### config.mk
export PLATFORM = sky130hd
export DESIGN_NAME = iss_probe
export DESIGN_NICKNAME = d
export VERILOG_FILES = /design/src/hw/rtl/indexed_sequential_search_defines.svh /design/src/hw/rtl/iss_pkg.sv /design/src/hw/rtl/iss_probe.sv
export SDC_FILE = /design/constraint.sdc
export NUM_CORES = 1
export LEC_CHECK = 0
export BUFFER_PORTS_ARGS = -buffer_cell sky130_fd_sc_hd__buf_4
export CAP_MARGIN = 30
export CORE_MARGIN = 3
export CORE_UTILIZATION = 28
export DETAILED_ROUTE_END_ITERATION = 10
export GPL_TIMING_DRIVEN = 0
export PLACE_DENSITY = 0.54
export SLEW_MARGIN = 20
export SYNTH_ARGS = -nofsm -noshare
export SYNTH_HDL_FRONTEND = slang
export SYNTH_SLANG_ARGS = --single-unit
### constraint.sdc
create_clock -name vclk -period 2.82
set_input_delay 0.282 -clock vclk [all_inputs]
set_output_delay 0.282 -clock vclk [all_outputs]
set_load 0.02 [all_outputs]
### src/hw/rtl/indexed_sequential_search_defines.svh
// ---------------------------------------------------------------------------
// Indexed sequential search: assertion macros
// Shared concurrent assertion forms, clocked and disabled in reset.
// ---------------------------------------------------------------------------
`ifndef INDEXED_SEQUENTIAL_SEARCH_DEFINES_SVH
`define INDEXED_SEQUENTIAL_SEARCH_DEFINES_SVH

// Same-cycle implication.
`define ISS_ASSERT_IMPL(label, clk, rst_n, ante, cons) \
    label: assert property (@(posedge clk) disable iff (!rst_n) (ante) |-> (cons)) \
        else $error("indexed_sequential_search: assertion failed");

// Next-cycle implication.
`define ISS_ASSERT_NEXT(label, clk, rst_n, ante, cons) \
    label: assert property (@(posedge clk) disable iff (!rst_n) (ante) |=> (cons)) \
        else $error("indexed_sequential_search: assertion failed");

`endif

### src/hw/rtl/iss_pkg.sv
// ---------------------------------------------------------------------------
// Indexed sequential search package
// Table geometry, derived widths, command and status codes, probe struct.
// ---------------------------------------------------------------------------
`default_nettype none

package iss_pkg;

    localparam int PAGE_ITEMS = 64;
    localparam int MAX_PAGES  = 64;
    localparam int CAPACITY   = PAGE_ITEMS * MAX_PAGES;

    localparam int KEY_W  = 32;
    localparam int VAL_W  = 32;
    localparam int POS_W  = 12;
    localparam int STAT_W = 2;

    localparam int ADDR_W = (CAPACITY > 1) ? $clog2(CAPACITY) : 1;
    localparam int CNT_W  = $clog2(CAPACITY + 1);
    localparam int PG_W   = (MAX_PAGES > 1) ? $clog2(MAX_PAGES) : 1;
    localparam int PCNT_W = $clog2(MAX_PAGES + 1);
    localparam int OFF_W  = $clog2(PAGE_ITEMS + 1);

    typedef enum logic [0:0] {
        CMD_LOAD   = 1'b0,
        CMD_SEARCH = 1'b1
    } t_cmd;

    typedef enum logic [STAT_W-1:0] {
        ST_LOADED = 2'd0,
        ST_FULL   = 2'd1,
        ST_FOUND  = 2'd2,
        ST_MISS   = 2'd3
    } t_status;

    // One binary-search step over the window [lo, hi).
    typedef struct packed {
        logic             active;
        logic             hit;
        logic             go_low;
        logic [OFF_W-1:0] mid;
    } t_probe;

endpackage

`default_nettype wire

### src/hw/rtl/iss_probe.sv
// ---------------------------------------------------------------------------
// Indexed sequential search: binary-search probe
// Midpoint of the open window and the compare of the probed key.
// ---------------------------------------------------------------------------
`default_nettype none

module iss_probe (
    input  logic [iss_pkg::OFF_W-1:0]        i_lo,
    input  logic [iss_pkg::OFF_W-1:0]        i_hi,
    input  logic signed [iss_pkg::KEY_W-1:0] i_rec_key,
    input  logic signed [iss_pkg::KEY_W-1:0] i_key,
    output iss_pkg::t_probe                  o_probe
);

    logic [iss_pkg::OFF_W-1:0] w_span;

    // Span is hi - 1 - lo; only meaningful while the window is open.
    assign w_span = i_hi - i_lo - iss_pkg::OFF_W'(1);

    always_comb begin
        o_probe.active = (i_lo < i_hi);
        o_probe.mid    = i_lo + (w_span >> 1);
        o_probe.hit    = (i_rec_key == i_key);
        o_probe.go_low = (i_rec_key > i_key);
    end

endmodule

`default_nettype wire

==> flow_metrics.tcl <==
set metrics [dict create \
    gr-usage-met3_pct 1.53 \
    path_cells "buf_8, nand2b_4, fa_2, inv_2, ha_4, fa_2, a21o_1, a21oi_2, o21bai_1, a21oi_2, xnor2_1, buf_4" \
    dp.cells 343 \
    hold_viol_final 0 \
    status "complete, no violations" \
    nNetsFinal 413 \
    worst_slack_ns 0.108 \
    yosysTopAreaCell "ha_1" \
    regArea_um2 0 \
    report.final.slew_viol_count 0 \
    syn_area_mm2 0.00140 \
    drc 0 \
    first_iter_violations 20 \
    cpMaxStageDelayCell "fa_2" \
    synth-seq-area-share_pct 0 \
    syn_inst 188 \
    fill_cells 516 \
    wl_per_cell_um 9.48 \
    initial_utilization_pct 29.2 \
    holdWs_ns 0.871 \
    vias_per_cell 4.25 \
    crit_fanout 2 \
    critPathTopFamily "adder cells" \
    cpPeakStageDelay_ns 0.52 \
    dr.pass1.iters 4 \
    setup_violations 0 \
    grtUsageTotal_pct 10.6 \
    wl_mm 3.30 \
    path_class "primary input to output port" \
    crit_buf_inv 3 \
    maxCapViolCount 0 \
    power.density_mw_per_mm2 228 \
    clkbuf_count 0 \
    fmax_mhz 369 \
    layout-drive-gt1-share_pct 37.7 \
    grt_start_max_net_pins 6 \
    grt_pass1_vias 1380 \
    antenna_found_initial 0 \
    worstMarginPinSlew_ns 0.428 \
    ys_warn_count 0 \
    start_kind "primary input" \
    final_common_cell "buf_4" \
    fin_crit_sh_pct 96.2 \
    required_ns 2.54 \
    p_leak_nw 1.34 \
    slew_headroom_pct 71.2 \
    p_total_w 0.000510 \
    dieWidth_um 76.7 \
    n_antenna_cell 0 \
    vias 1478 \
    synthTopCellsByArea "ha_1 (45%), inv_1 (14%), a21oi_1 (6.8%)" \
    worstSetupEndpointType "output port" \
    gp_congestion 0.708 \
    ctsHoldBuffers 0 \
    syn_nets 318 \
    whs_path_depth 3 \
    crit_cells 12 \
    place.detailed.hpwl_mm 3.12 \
    die_y_um 76.7 \
    seq_cells 0 \
    core_mm2 0.00479 \
    grt_pass1_wl_mm 5.56 \
    min_path_type "primary input to output port" \
    grt-busiest-layer "met2" \
    synth_top_area_share_pct 44.7 \
    gr-usage-met2_pct 19.7 \
    rows 25 \
    pin_count 88 \
    vdd_ir_drop_max_mv 0.142 \
    synth_cell_types 26 \
    mostFrequentLayoutCells "buf_4 (92), inv_1 (50), ha_1 (49)" \
    multiInputGateArea_mm2 0.00125 \
    syn_avg_cell_area_um2 7.44 \
    overflow 0 \
    die_area_mm2 0.00588 \
    area_growth_pct 59.8 \
    placement.io_buffers 88 \
    use_met1_pct 13.8 \
    detail-route-antenna-nets 0 \
    fin_crit_ns 2.71 \
    dpl_worst_slack_ns -0.182 \
    fin_cells 348 \
    crit_arrival_ns 2.43 \
]
cell families after synthesis:
group / after synthesis / share of synthesized area (%)
buffers and inverters: 51 / 13.7
multiplexers: 1 / 0.716
AND/OR/NAND/NOR: 28 / 10.9
AO/OA/AOI/OAI: 46 / 20.8
XOR/XNOR: 10 / 6.26
adder cells (fa/ha/maj): 52 / 47.6
synth_stat cells:
| cell | instances |
|---|---|
| xnor2_1 | 9 |
| o21bai_1 | 6 |
| xor2_1 | 1 |
| nor2_1 | 3 |
| mux2i_1 | 1 |
| a21oi_2 | 1 |
| or4_1 | 1 |
| o211ai_1 | 2 |
| o21ai_0 | 4 |
| nand2b_1 | 1 |
| nor2b_1 | 1 |
| a211oi_1 | 1 |
| fa_1 | 2 |
| or4_4 | 1 |
| nand4_1 | 6 |
| nand4_2 | 1 |
| a21o_1 | 9 |
| ha_1 | 50 |
| a221oi_1 | 3 |
| nand3_1 | 2 |
| inv_1 | 51 |
| a21oi_1 | 19 |
| nor3_1 | 2 |
| nand2_1 | 9 |
| nor4_1 | 1 |
| a31oi_1 | 1 |
what timing repair did:
action                     in CTS  in global routing
setup endpoints to repair       1                  2
pin swaps                       2                  2
setup buffers                   1                  4
cloned                          0                  0
gates resized for setup         3                 10
per-layer routing:
metal,up-vias,share of wire (%)
met4,0,0
met3,0,6.3
met1,610,43
met2,38,50
met5,-,0
li1,830,-
tightest hold or removal path: stages:
cell and delay, ns:
buf_4 0.09, xnor2_1 0.06, buf_4 0.15
per-stage QoR:
stage / TNS [ns] / area (um^2) / utilization [%]
after global routing: -0.0111 / 2240 / 46.7
after detailed placement: -0.182 / 2140 / 44.8
after floorplan: 0 / 1400 / -
after CTS: 0 / 2160 / 45.2
after global placement: -0.159 / 2140 / 44.8
final: 0 / 2240 / 46.7
where the power goes:
group          switching [W]  internal [W]  total [W]
combinational       0.000239      0.000271   0.000510
sequential                 0             0          0
clock                      0             0          0
total               0.000239      0.000271   0.000510
final cells by class:
| class | count | share of cell area, % |
|---|---|---|
| timing repair buffer | 93 | 31.6 |
| inverter | 51 | 8.56 |
| multi-input combinational | 137 | 56.1 |
| tap | 67 | 3.75 |
path summary, 6_finish.rpt:
| check | start | to |
|---|---|---|
| worst min-delay path | i_lo[6] | o_probe[6] |
| worst max-delay path | i_lo[0] | o_probe[6] |
No activity file was read; power rests on OpenSTA's default activity.
